**config.mk**
```make
export PLATFORM = sky130hd
export DESIGN_NAME = supply_voltage_load_cutoff_flat
export DESIGN_NICKNAME = d
export VERILOG_FILES = /design/src/hw/rtl/svlc_pkg.sv /design/src/hw/rtl/svlc_if.sv /design/src/hw/rtl/supply_voltage_load_cutoff.sv /design/src/flat_wrapper.sv
export SDC_FILE = /design/constraint.sdc
export NUM_CORES = 1
export LEC_CHECK = 0
export ABC_AREA = 1
export BUFFER_PORTS_ARGS = -buffer_cell sky130_fd_sc_hd__buf_2
export CAP_MARGIN = 25
export CORE_MARGIN = 5
export CORE_UTILIZATION = 58
export DETAILED_ROUTE_END_ITERATION = 12
export GPL_TIMING_DRIVEN = 0
export HOLD_SLACK_MARGIN = 0.06
export PLACE_DENSITY = 0.8
export SETUP_SLACK_MARGIN = 0.2
export SYNTH_ARGS = -nofsm -noshare
export SYNTH_HDL_FRONTEND = slang
export SYNTH_SLANG_ARGS = --single-unit
```
**constraint.sdc**
```tcl
create_clock -name i_clk -period 2.25 [get_ports i_clk]
set_input_delay 0.225 -clock i_clk [delete_from_list [all_inputs] [get_ports i_clk]]
set_output_delay 0.225 -clock i_clk [all_outputs]
set_load 0.005 [all_outputs]
```
**src/hw/rtl/svlc_pkg.sv**
```systemverilog
// ============================================================================
// svlc_pkg
// Shared types and constants for the supply-voltage load cutoff block.
// ============================================================================
package svlc_pkg;

    // Averaging: a power-of-two sample count, so the average is a shift.
    localparam int SAMPLES_PER_AVERAGE = 16;
    localparam int ADC_BITS            = 12;
    localparam int CODE_W              = 12;
    localparam int AVG_SHIFT           = $clog2(SAMPLES_PER_AVERAGE);
    localparam int SCNT_W              = $clog2(SAMPLES_PER_AVERAGE + 1);
    localparam int ACC_W               = ADC_BITS + AVG_SHIFT;

    localparam int DELAY_W = 8;
    localparam int DISP_W  = 4;

    // Configuration port
    localparam int PADDR_W = 5;
    localparam int PDATA_W = 32;
    localparam int REG_W   = 3;

    localparam logic [REG_W-1:0] REG_MIN_SUPPLY  = 3'd0;
    localparam logic [REG_W-1:0] REG_MAX_SUPPLY  = 3'd1;
    localparam logic [REG_W-1:0] REG_RESTORE     = 3'd2;
    localparam logic [REG_W-1:0] REG_DELAY_ON    = 3'd3;
    localparam logic [REG_W-1:0] REG_DISPLAY_ON  = 3'd4;

    localparam logic [CODE_W-1:0]  RST_MIN_SUPPLY = 12'd2882;
    localparam logic [CODE_W-1:0]  RST_MAX_SUPPLY = 12'd3637;
    localparam logic [CODE_W-1:0]  RST_RESTORE    = 12'd3385;
    localparam logic [DELAY_W-1:0] RST_DELAY_ON   = 8'd60;
    localparam logic [DISP_W-1:0]  RST_DISPLAY_ON = 4'd10;

    // Request opcodes
    localparam logic OP_SAMPLE = 1'b0;
    localparam logic OP_TICK   = 1'b1;

    typedef struct packed {
        logic              opcode;
        logic [ADC_BITS-1:0] sample;
        logic              button;
    } t_request;

    typedef struct packed {
        logic              load_on;
        logic              display_on;
        logic              led_on;
        logic [CODE_W-1:0] average_code;
        logic              lockout;
    } t_result;

endpackage

```
**src/hw/rtl/svlc_if.sv**
```systemverilog
// ============================================================================
// svlc_if
// Valid/ready channels for requests into and results out of the block.
// ============================================================================
interface svlc_in_if import svlc_pkg::*; ();
    logic                valid;
    logic                ready;
    logic                opcode;
    logic [ADC_BITS-1:0] sample;
    logic                button;

    modport source (output valid, output opcode, output sample, output button, input ready);
    modport sink   (input valid, input opcode, input sample, input button, output ready);
endinterface

interface svlc_out_if import svlc_pkg::*; ();
    logic              valid;
    logic              ready;
    logic              load_on;
    logic              display_on;
    logic              led_on;
    logic [CODE_W-1:0] average_code;
    logic              lockout;

    modport source (output valid, output load_on, output display_on, output led_on,
                    output average_code, output lockout, input ready);
    modport sink   (input valid, input load_on, input display_on, input led_on,
                    input average_code, input lockout, output ready);
endinterface

```
**src/hw/rtl/supply_voltage_load_cutoff.sv**
```systemverilog
// ============================================================================
// supply_voltage_load_cutoff
// Averages supply ADC samples and, on each tick request, decides whether
// the load may be connected; also runs the display timer and the LED.
// ============================================================================
//
//  channel  | dir | handshake          | payload
//  ---------+-----+--------------------+---------------------------------------
//  i_in     | in  | valid/ready        | opcode, sample, button
//  o_out    | out | valid/ready        | load_on, display_on, led_on,
//           |     |                    | average_code, lockout
//  APB      | in  | psel/penable/pready| paddr, pwdata, pwrite -> prdata
//
//  One request per cycle sustained while the result queue has room; every
//  request yields one result. Path: accept -> input register -> compute and
//  state update -> result queue; the result shows on the output once it is
//  registered in the queue.
//  The two-entry result queue lets requests keep flowing while the sink
//  stalls, until the queue fills; the input stops only when the queue is full
//  and the input register holds a request.
//  Synchronous active-low reset clears all state but the held request and
//  queue entries; config registers take their default thresholds.
// ============================================================================
module supply_voltage_load_cutoff
    import svlc_pkg::*;
(
    input  logic               i_clk,
    input  logic               i_rst_n,
    svlc_in_if.sink            i_in,
    svlc_out_if.source         o_out,
    input  logic               psel,
    input  logic               penable,
    input  logic               pwrite,
    input  logic [PADDR_W-1:0] paddr,
    input  logic [PDATA_W-1:0] pwdata,
    output logic [PDATA_W-1:0] prdata,
    output logic               pready
);

    // ------------------------------------------------------------------
    // Configuration registers
    // ------------------------------------------------------------------
    logic [CODE_W-1:0]  r_min_code;
    logic [CODE_W-1:0]  r_max_code;
    logic [CODE_W-1:0]  r_restore_code;
    logic [DELAY_W-1:0] r_delay_on;
    logic [DISP_W-1:0]  r_display_on;
    logic [REG_W-1:0]   reg_sel;
    logic               cfg_wr;

    assign pready  = 1'b1;
    assign reg_sel = paddr[PADDR_W-1:2];
    assign cfg_wr  = psel && penable && pwrite && pready;

    always_ff @(posedge i_clk) begin
        if (!i_rst_n) begin
            r_min_code     <= RST_MIN_SUPPLY;
            r_max_code     <= RST_MAX_SUPPLY;
            r_restore_code <= RST_RESTORE;
            r_delay_on     <= RST_DELAY_ON;
            r_display_on   <= RST_DISPLAY_ON;
        end else if (cfg_wr) begin
            case (reg_sel)
                REG_MIN_SUPPLY: begin
                    r_min_code <= pwdata[CODE_W-1:0];
                end
                REG_MAX_SUPPLY: begin
                    r_max_code <= pwdata[CODE_W-1:0];
                end
                REG_RESTORE: begin
                    r_restore_code <= pwdata[CODE_W-1:0];
                end
                REG_DELAY_ON: begin
                    r_delay_on <= pwdata[DELAY_W-1:0];
                end
                REG_DISPLAY_ON: begin
                    r_display_on <= pwdata[DISP_W-1:0];
                end
                default: begin
                end
            endcase
        end
    end

    // Readback, zero-extended; unmapped addresses read zero
    always_comb begin
        case (reg_sel)
            REG_MIN_SUPPLY: prdata = PDATA_W'(r_min_code);
            REG_MAX_SUPPLY: prdata = PDATA_W'(r_max_code);
            REG_RESTORE:    prdata = PDATA_W'(r_restore_code);
            REG_DELAY_ON:   prdata = PDATA_W'(r_delay_on);
            REG_DISPLAY_ON: prdata = PDATA_W'(r_display_on);
            default:        prdata = '0;
        endcase
    end

    // ------------------------------------------------------------------
    // Input register
    // ------------------------------------------------------------------
    logic     r_s1_valid;
    t_request r_s1;
    logic     fire;       // compute stage consumes the held request
    logic     q_room;
    logic     in_take;

    assign i_in.ready = !r_s1_valid || fire;
    assign in_take    = i_in.valid && i_in.ready;
    assign fire       = r_s1_valid && q_room;

    always_ff @(posedge i_clk) begin
        if (!i_rst_n) begin
            r_s1_valid <= 1'b0;
        end else if (in_take) begin
            r_s1_valid <= 1'b1;
        end else if (fire) begin
            r_s1_valid <= 1'b0;
        end
    end

    always_ff @(posedge i_clk) begin
        if (in_take) begin
            r_s1.opcode <= i_in.opcode;
            r_s1.sample <= i_in.sample;
            r_s1.button <= i_in.button;
        end
    end

    // ------------------------------------------------------------------
    // Block state
    // ------------------------------------------------------------------
    logic [ACC_W-1:0]   r_acc,   n_acc;
    logic [SCNT_W-1:0]  r_scnt,  n_scnt;
    logic [CODE_W-1:0]  r_avg,   n_avg;
    logic               r_load,  n_load;
    logic               r_latch, n_latch;
    logic [DELAY_W-1:0] r_dcnt,  n_dcnt;
    logic [DISP_W-1:0]  r_disp_cnt, n_disp_cnt;
    logic               r_led,   n_led;
    logic               r_disp,  n_disp;

    logic              want_on;
    logic              hold;
    logic              too_low;
    logic              good;
    logic [DISP_W-1:0] disp_base;

    always_comb begin
        n_acc      = r_acc;
        n_scnt     = r_scnt;
        n_avg      = r_avg;
        n_load     = r_load;
        n_latch    = r_latch;
        n_dcnt     = r_dcnt;
        n_disp_cnt = r_disp_cnt;
        n_led      = r_led;
        n_disp     = r_disp;
        want_on    = 1'b0;
        hold       = r_latch && (r_avg < r_restore_code);
        too_low    = (r_avg <= r_min_code);
        good       = !too_low && (r_avg < r_max_code);
        disp_base  = r_s1.button ? '0 : r_disp_cnt;

        if (r_s1.opcode == OP_SAMPLE) begin
            // Accumulate until full; the next sample closes the window
            if (r_scnt < SCNT_W'(SAMPLES_PER_AVERAGE)) begin
                n_acc  = r_acc + ACC_W'(r_s1.sample);
                n_scnt = r_scnt + 1'b1;
            end else begin
                n_avg  = CODE_W'(r_acc >> AVG_SHIFT);
                n_acc  = '0;
                n_scnt = '0;
            end
        end else begin
            // On-delay counts only while the load is off
            if (!r_load) begin
                if (r_dcnt < r_delay_on) begin
                    n_dcnt = r_dcnt + 1'b1;
                end else begin
                    want_on = 1'b1;
                end
            end
            // Lockout hold skips the window check entirely
            if (!hold) begin
                if (good) begin
                    if (want_on) begin
                        n_load  = 1'b1;
                        n_latch = 1'b0;
                    end
                end else begin
                    if (too_low) begin
                        n_latch = 1'b1;
                    end
                    n_load = 1'b0;
                    n_dcnt = '0;
                end
            end
            // Display timer, restarted by the button
            if (disp_base < r_display_on) begin
                n_disp_cnt = disp_base + 1'b1;
                n_disp     = 1'b1;
            end else begin
                n_disp_cnt = disp_base;
                n_disp     = 1'b0;
            end
            n_led = n_load ? 1'b1 : !r_led;
        end
    end

    always_ff @(posedge i_clk) begin
        if (!i_rst_n) begin
            r_acc      <= '0;
            r_scnt     <= '0;
            r_avg      <= '0;
            r_load     <= 1'b0;
            r_latch    <= 1'b0;
            r_dcnt     <= '0;
            r_disp_cnt <= '0;
            r_led      <= 1'b0;
            r_disp     <= 1'b0;
        end else if (fire) begin
            r_acc      <= n_acc;
            r_scnt     <= n_scnt;
            r_avg      <= n_avg;
            r_load     <= n_load;
            r_latch    <= n_latch;
            r_dcnt     <= n_dcnt;
            r_disp_cnt <= n_disp_cnt;
            r_led      <= n_led;
            r_disp     <= n_disp;
        end
    end

    // ------------------------------------------------------------------
    // Two-entry result queue
    // ------------------------------------------------------------------
    t_result     r_q [2];
    logic        r_wptr;
    logic        r_rptr;
    logic [1:0]  r_cnt;
    logic        pop;
    t_result     res;

    assign res.load_on      = n_load;
    assign res.display_on   = n_disp;
    assign res.led_on       = n_led;
    assign res.average_code = n_avg;
    assign res.lockout      = n_latch;

    assign pop    = o_out.valid && o_out.ready;
    assign q_room = (r_cnt != 2'd2) || pop;

    always_ff @(posedge i_clk) begin
        if (!i_rst_n) begin
            r_wptr <= 1'b0;
            r_rptr <= 1'b0;
            r_cnt  <= '0;
        end else begin
            if (fire) begin
                r_wptr <= !r_wptr;
            end
            if (pop) begin
                r_rptr <= !r_rptr;
            end
            r_cnt <= r_cnt + {1'b0, fire} - {1'b0, pop};
        end
    end

    always_ff @(posedge i_clk) begin
        if (fire) begin
            r_q[r_wptr] <= res;
        end
    end

    assign o_out.valid        = (r_cnt != 2'd0);
    assign o_out.load_on      = r_q[r_rptr].load_on;
    assign o_out.display_on   = r_q[r_rptr].display_on;
    assign o_out.led_on       = r_q[r_rptr].led_on;
    assign o_out.average_code = r_q[r_rptr].average_code;
    assign o_out.lockout      = r_q[r_rptr].lockout;

`ifndef SYNTHESIS
    a_queue_bound: assert property (@(posedge i_clk) disable iff (!i_rst_n)
        r_cnt <= 2'd2)
        else $error("result queue overfilled");

    a_load_vs_latch: assert property (@(posedge i_clk) disable iff (!i_rst_n)
        !(r_load && r_latch))
        else $error("load on while lockout latched");

    a_led_with_load: assert property (@(posedge i_clk) disable iff (!i_rst_n)
        r_load |-> r_led)
        else $error("LED not steady while load on");

    a_sample_bound: assert property (@(posedge i_clk) disable iff (!i_rst_n)
        r_scnt <= SCNT_W'(SAMPLES_PER_AVERAGE))
        else $error("sample count past averaging window");

    a_push_on_fire: assert property (@(posedge i_clk) disable iff (!i_rst_n)
        (fire && !pop) |=> (r_cnt == $past(r_cnt) + 2'd1))
        else $error("result lost on push");
`endif

endmodule
```
**src/flat_wrapper.sv**
```systemverilog
// flat-port wrapper written by rule: the top's interface ports become plain ports
module supply_voltage_load_cutoff_flat import svlc_pkg::*;
  (i_clk, i_rst_n, psel, penable, pwrite, paddr, pwdata, prdata, pready, i_in_valid, i_in_opcode, i_in_sample, i_in_button, i_in_ready, o_out_valid, o_out_load_on, o_out_display_on, o_out_led_on, o_out_average_code, o_out_lockout, o_out_ready);
  svlc_in_if i_in_i ();
  svlc_out_if o_out_i ();
  input  logic i_clk;
  input  logic i_rst_n;
  input  logic psel;
  input  logic penable;
  input  logic pwrite;
  input  logic [PADDR_W-1:0] paddr;
  input  logic [PDATA_W-1:0] pwdata;
  output logic [PDATA_W-1:0] prdata;
  output logic pready;
  input wire logic [$bits(i_in_i.valid)-1:0] i_in_valid;
  input wire logic [$bits(i_in_i.opcode)-1:0] i_in_opcode;
  input wire logic [$bits(i_in_i.sample)-1:0] i_in_sample;
  input wire logic [$bits(i_in_i.button)-1:0] i_in_button;
  output wire logic [$bits(i_in_i.ready)-1:0] i_in_ready;
  output wire logic [$bits(o_out_i.valid)-1:0] o_out_valid;
  output wire logic [$bits(o_out_i.load_on)-1:0] o_out_load_on;
  output wire logic [$bits(o_out_i.display_on)-1:0] o_out_display_on;
  output wire logic [$bits(o_out_i.led_on)-1:0] o_out_led_on;
  output wire logic [$bits(o_out_i.average_code)-1:0] o_out_average_code;
  output wire logic [$bits(o_out_i.lockout)-1:0] o_out_lockout;
  input wire logic [$bits(o_out_i.ready)-1:0] o_out_ready;
  assign i_in_i.valid = i_in_valid;
  assign i_in_i.opcode = i_in_opcode;
  assign i_in_i.sample = i_in_sample;
  assign i_in_i.button = i_in_button;
  assign i_in_ready = i_in_i.ready;
  assign o_out_valid = o_out_i.valid;
  assign o_out_load_on = o_out_i.load_on;
  assign o_out_display_on = o_out_i.display_on;
  assign o_out_led_on = o_out_i.led_on;
  assign o_out_average_code = o_out_i.average_code;
  assign o_out_lockout = o_out_i.lockout;
  assign o_out_i.ready = o_out_ready;
  supply_voltage_load_cutoff u_core (.i_clk(i_clk), .i_rst_n(i_rst_n), .i_in(i_in_i), .o_out(o_out_i), .psel(psel), .penable(penable), .pwrite(pwrite), .paddr(paddr), .pwdata(pwdata), .prdata(prdata), .pready(pready));
endmodule
```
==> impl_metrics.env <==
export IMPL_outcome="completed"
export IMPL_cts_htree_levels=4
export IMPL_ys_warn_count=0
export IMPL_worstSetupPathType="flop to flop"
export IMPL_maxSlewViolCount=0
export IMPL_die_x_microns=128
export IMPL_p_sw_uw=1850
export IMPL_pre_cts_slack_ps=70.9
export IMPL_place_inst=1237
export IMPL_slew_headroom_pct=50.4
export IMPL_setup_ws_ps=267
export IMPL_grt_usage_pct=24.1
export IMPL_powerDensity_nw_per_um2=747
export IMPL_num_vias=6966
export IMPL_ys_types=46
export IMPL_cp_max_fo=5
export IMPL_cts_made_buffers=17
export IMPL_finalHoldViolCount=0
export IMPL_finalSetupTns_ps=0
export IMPL_p_comb_share_pct=15.2
export IMPL_dieArea_sq_um=16300
export IMPL_synth_avg_cell_area_sq_um=8.26
export IMPL_numClockSinks=149
export IMPL_power_frac_seq_pct=42.0
export IMPL_grt_max_degree=18
export IMPL_synthToLayoutAreaGrowth_pct=20.0
export IMPL_drc=0
export IMPL_firstDrtPassIters=5
export IMPL_final_cells=1289
export IMPL_finClkSkew_ps=8.25
export IMPL_synthCells=972
export IMPL_min_period_ps=1980
export IMPL_io_buffers=64
export IMPL_synth_seq_cells=149
export IMPL_syn_area_sq_um=8030
export IMPL_netSwitchingFraction_pct=25.8
export IMPL_drive_gt1_share_pct=19.4
export IMPL_root_buffer="clkbuf_16"
export IMPL_drt_initial_drc_count=535
export IMPL_final_core_util_pct=70.2
export IMPL_fp_dieH_microns=128
export IMPL_design_area_sq_um=9630
export IMPL_grt_pass1_wl_microns=31100
export IMPL_clock_fmax_mhz=504
export IMPL_cts_tree="done"
export IMPL_end_kind="flop"
export IMPL_clkTransAtPathRegs_ps=60
export IMPL_core_sq_um=13700
export IMPL_antenna_found_initial=0
export IMPL_drt_wirelength_per_cell_microns=15.3
export IMPL_dpl_instance_area_sq_um=8660
export IMPL_worstPathRequired_ps=2420
export IMPL_min_path_type="primary input to flop"
export IMPL_postRouteAntennaNets=0
export IMPL_ir_worst_vdd_mv=0.601
export IMPL_gp_congestion=0.928
export IMPL_rows=43
export IMPL_grt_pass1_vias=6373
export IMPL_fillers=1041
export IMPL_leakagePower_uw=0.00439
export IMPL_clock_power_share_pct=42.8
export IMPL_rsz0062_at_grt="true"
export IMPL_cts_buffer_depth=2
export IMPL_synth_top_cell_by_area="dfxtp_1"
export IMPL_start_util_pct=58.5
export IMPL_wl_microns=19700
export IMPL_synth_top_area_share_pct=25.7
export IMPL_finalSetupViolations=0
export IMPL_tightest_slew_ps=744
export IMPL_hpwl_microns=14400
export IMPL_n_antenna_cell=0
export IMPL_ios=109
export IMPL_nNetsFinal=1216
export IMPL_avgViaCountPerCell=5.40
export IMPL_synth_area_leaders="dfxtp_1 26%, edfxtp_1 17%, nand2_1 9.7%"
export IMPL_worstPathArrival_ps=2160
export IMPL_overflow=0
export IMPL_critPathLaunchType="flop"
export IMPL_clk_latency_ps=430
export IMPL_drv_cap=0
export IMPL_yosysSeqAreaShare_pct=42.9
export IMPL_fin_crit_sh_pct=88.1
export IMPL_p_int_uw=5340
==> kinds of logic (layout without fill, tap and decap cells) <==
family                   after synthesis  count (layout)  synth area share (%)
buffers and inverters                183             301                  10.3
flip-flops                           149             149                  42.9
multiplexers                          16              16                  2.25
AND/OR/NAND/NOR                      333             333                  18.5
other                                  2              21                0.0936
XOR/XNOR                               6               6                 0.655
adder cells (fa/ha/maj)               62              62                  9.76
AO/OA/AOI/OAI                        221             221                  15.5
==> routing by layer <==
layer | up-vias | routed length (microns) | GRT usage (%)
met2 | 248 | 9300 | 39.1
met1 | 3197 | 8580 | 31.8
met5 | - | 0 | 0
met4 | 0 | 509 | 9.36
met3 | 42 | 1340 | 4.81
li1 | 3479 | - | -
==> power groups by stage <==
| stage | logic [uW] | registers [uW] | clock network [uW] |
|---|---|---|---|
| after floorplan | 699 | 3040 | 0 |
| after global placement | 990 | 3070 | 0 |
| after detailed placement | 1030 | 3070 | 0 |
| after CTS | 1070 | 3020 | 3100 |
| after global routing | 1210 | 3030 | 3210 |
| final | 1090 | 3020 | 3080 |
==> critical path, cell delays in order (launching register included) <==
cell and delay, ps:
dfxtp_1 370, ha_1 310, nand2_1 60, nor2_2 150, nand2_1 70, nor2_1 90, nand2_1 90, nand3_4 120
nand2_1 50, nand3b_1 200, o21ai_1 130, inv_1 80
==> layout by cell type, fill, tap and decap left out, drive strengths merged, types with 7 or more instances in the layout <==
cell type / netlist / final
edfxtp: 46 / 46
clkbuf: 9 / 27
a21oi: 108 / 108
nand4: 10 / 10
dlygate4sd3: 0 / 18
buf: 36 / 104
dfxtp: 103 / 103
mux2: 16 / 16
o211ai: 18 / 18
conb: 2 / 21
nor3: 7 / 7
nor2: 63 / 63
o21ai: 70 / 70
nand3: 34 / 34
inv: 138 / 138
ha: 61 / 61
nand2: 211 / 211
==> layout make-up <==
type,instances,area [sq um],area share (%)
Clock inverter,14,210,2.18
Buffer,45,310,3.22
Clock buffer,18,429,4.45
Timing Repair Buffer,86,534,5.55
Sequential cell,149,3450,35.8
Multi-Input combinational cell,659,3950,41.0
Inverter,138,526,5.45
Tap cell,180,225,2.34
==> synth_stat cells (all sizes together) <==
master and instances:
xor2 5, nand3b 4, o21bai 2, o21a 1, nor2 63, buf 36
a21oi 108, a221oi 3, edfxtp 46, o21ai 70, xnor2 1, nand3 34
mux2 16, ha 61, clkbuf 9, a21o 3, nand4 10, fa 1
inv 138, o22ai 5, nor3 7, a31oi 2, or2 2, dfxtp 103
nor4 2, o221ai 4, a211oi 1, o2111ai 4, o211ai 18, nand2 211
conb 2
==> metrics by stage <==
step	total power, uW	hold WS [ps]
final	7190	79.7
after global routing	7460	80.8
after CTS	7190	66.6
after detailed placement	4100	403
after global placement	4060	402
after floorplan	3740	324
==> state kept, by name (all words and copies together), names as in the netlist, 2 cells and up, named ones only <==
signal	count
u_core.r_acc	16
u_core.r_avg	12
u_core.r_cnt	2
u_core.r_dcnt	8
u_core.r_delay_on	8
u_core.r_disp_cnt	4
u_core.r_display_on	4
u_core.r_max_code	12
u_core.r_min_code	12
u_core.r_q	32
u_core.r_restore_code	12
u_core.r_s1	14
u_core.r_scnt	5
==> timing repair <==
item | 4_1_cts | 5_1_grt
pin swaps | 0 | 8
hold buffers | 18 | 0
endpoints found under the setup margin | 48 | 30
endpoints found under the hold margin | 21 | 0
gates resized for setup | 7 | 29
setup buffers | 0 | 2
==> path summary, 6_finish.rpt <==
path                                             end  cells after the start                          start  slack (ps)
setup / recovery          u_core.r_q[0][0]$_DFFE_PP_                     11  u_core.r_avg[10]$_SDFFE_PN0P_         270
hold / removal    u_core.r_max_code[10]$_SDFFE_PN1P_                      3                     pwdata[10]          80
setup reg to reg          u_core.r_q[0][0]$_DFFE_PP_                     11  u_core.r_avg[10]$_SDFFE_PN0P_         270
hold reg to reg                                 flop                      1     u_core.r_rptr$_SDFFE_PN0P_         470
Power figures use the tool's default switching activity.
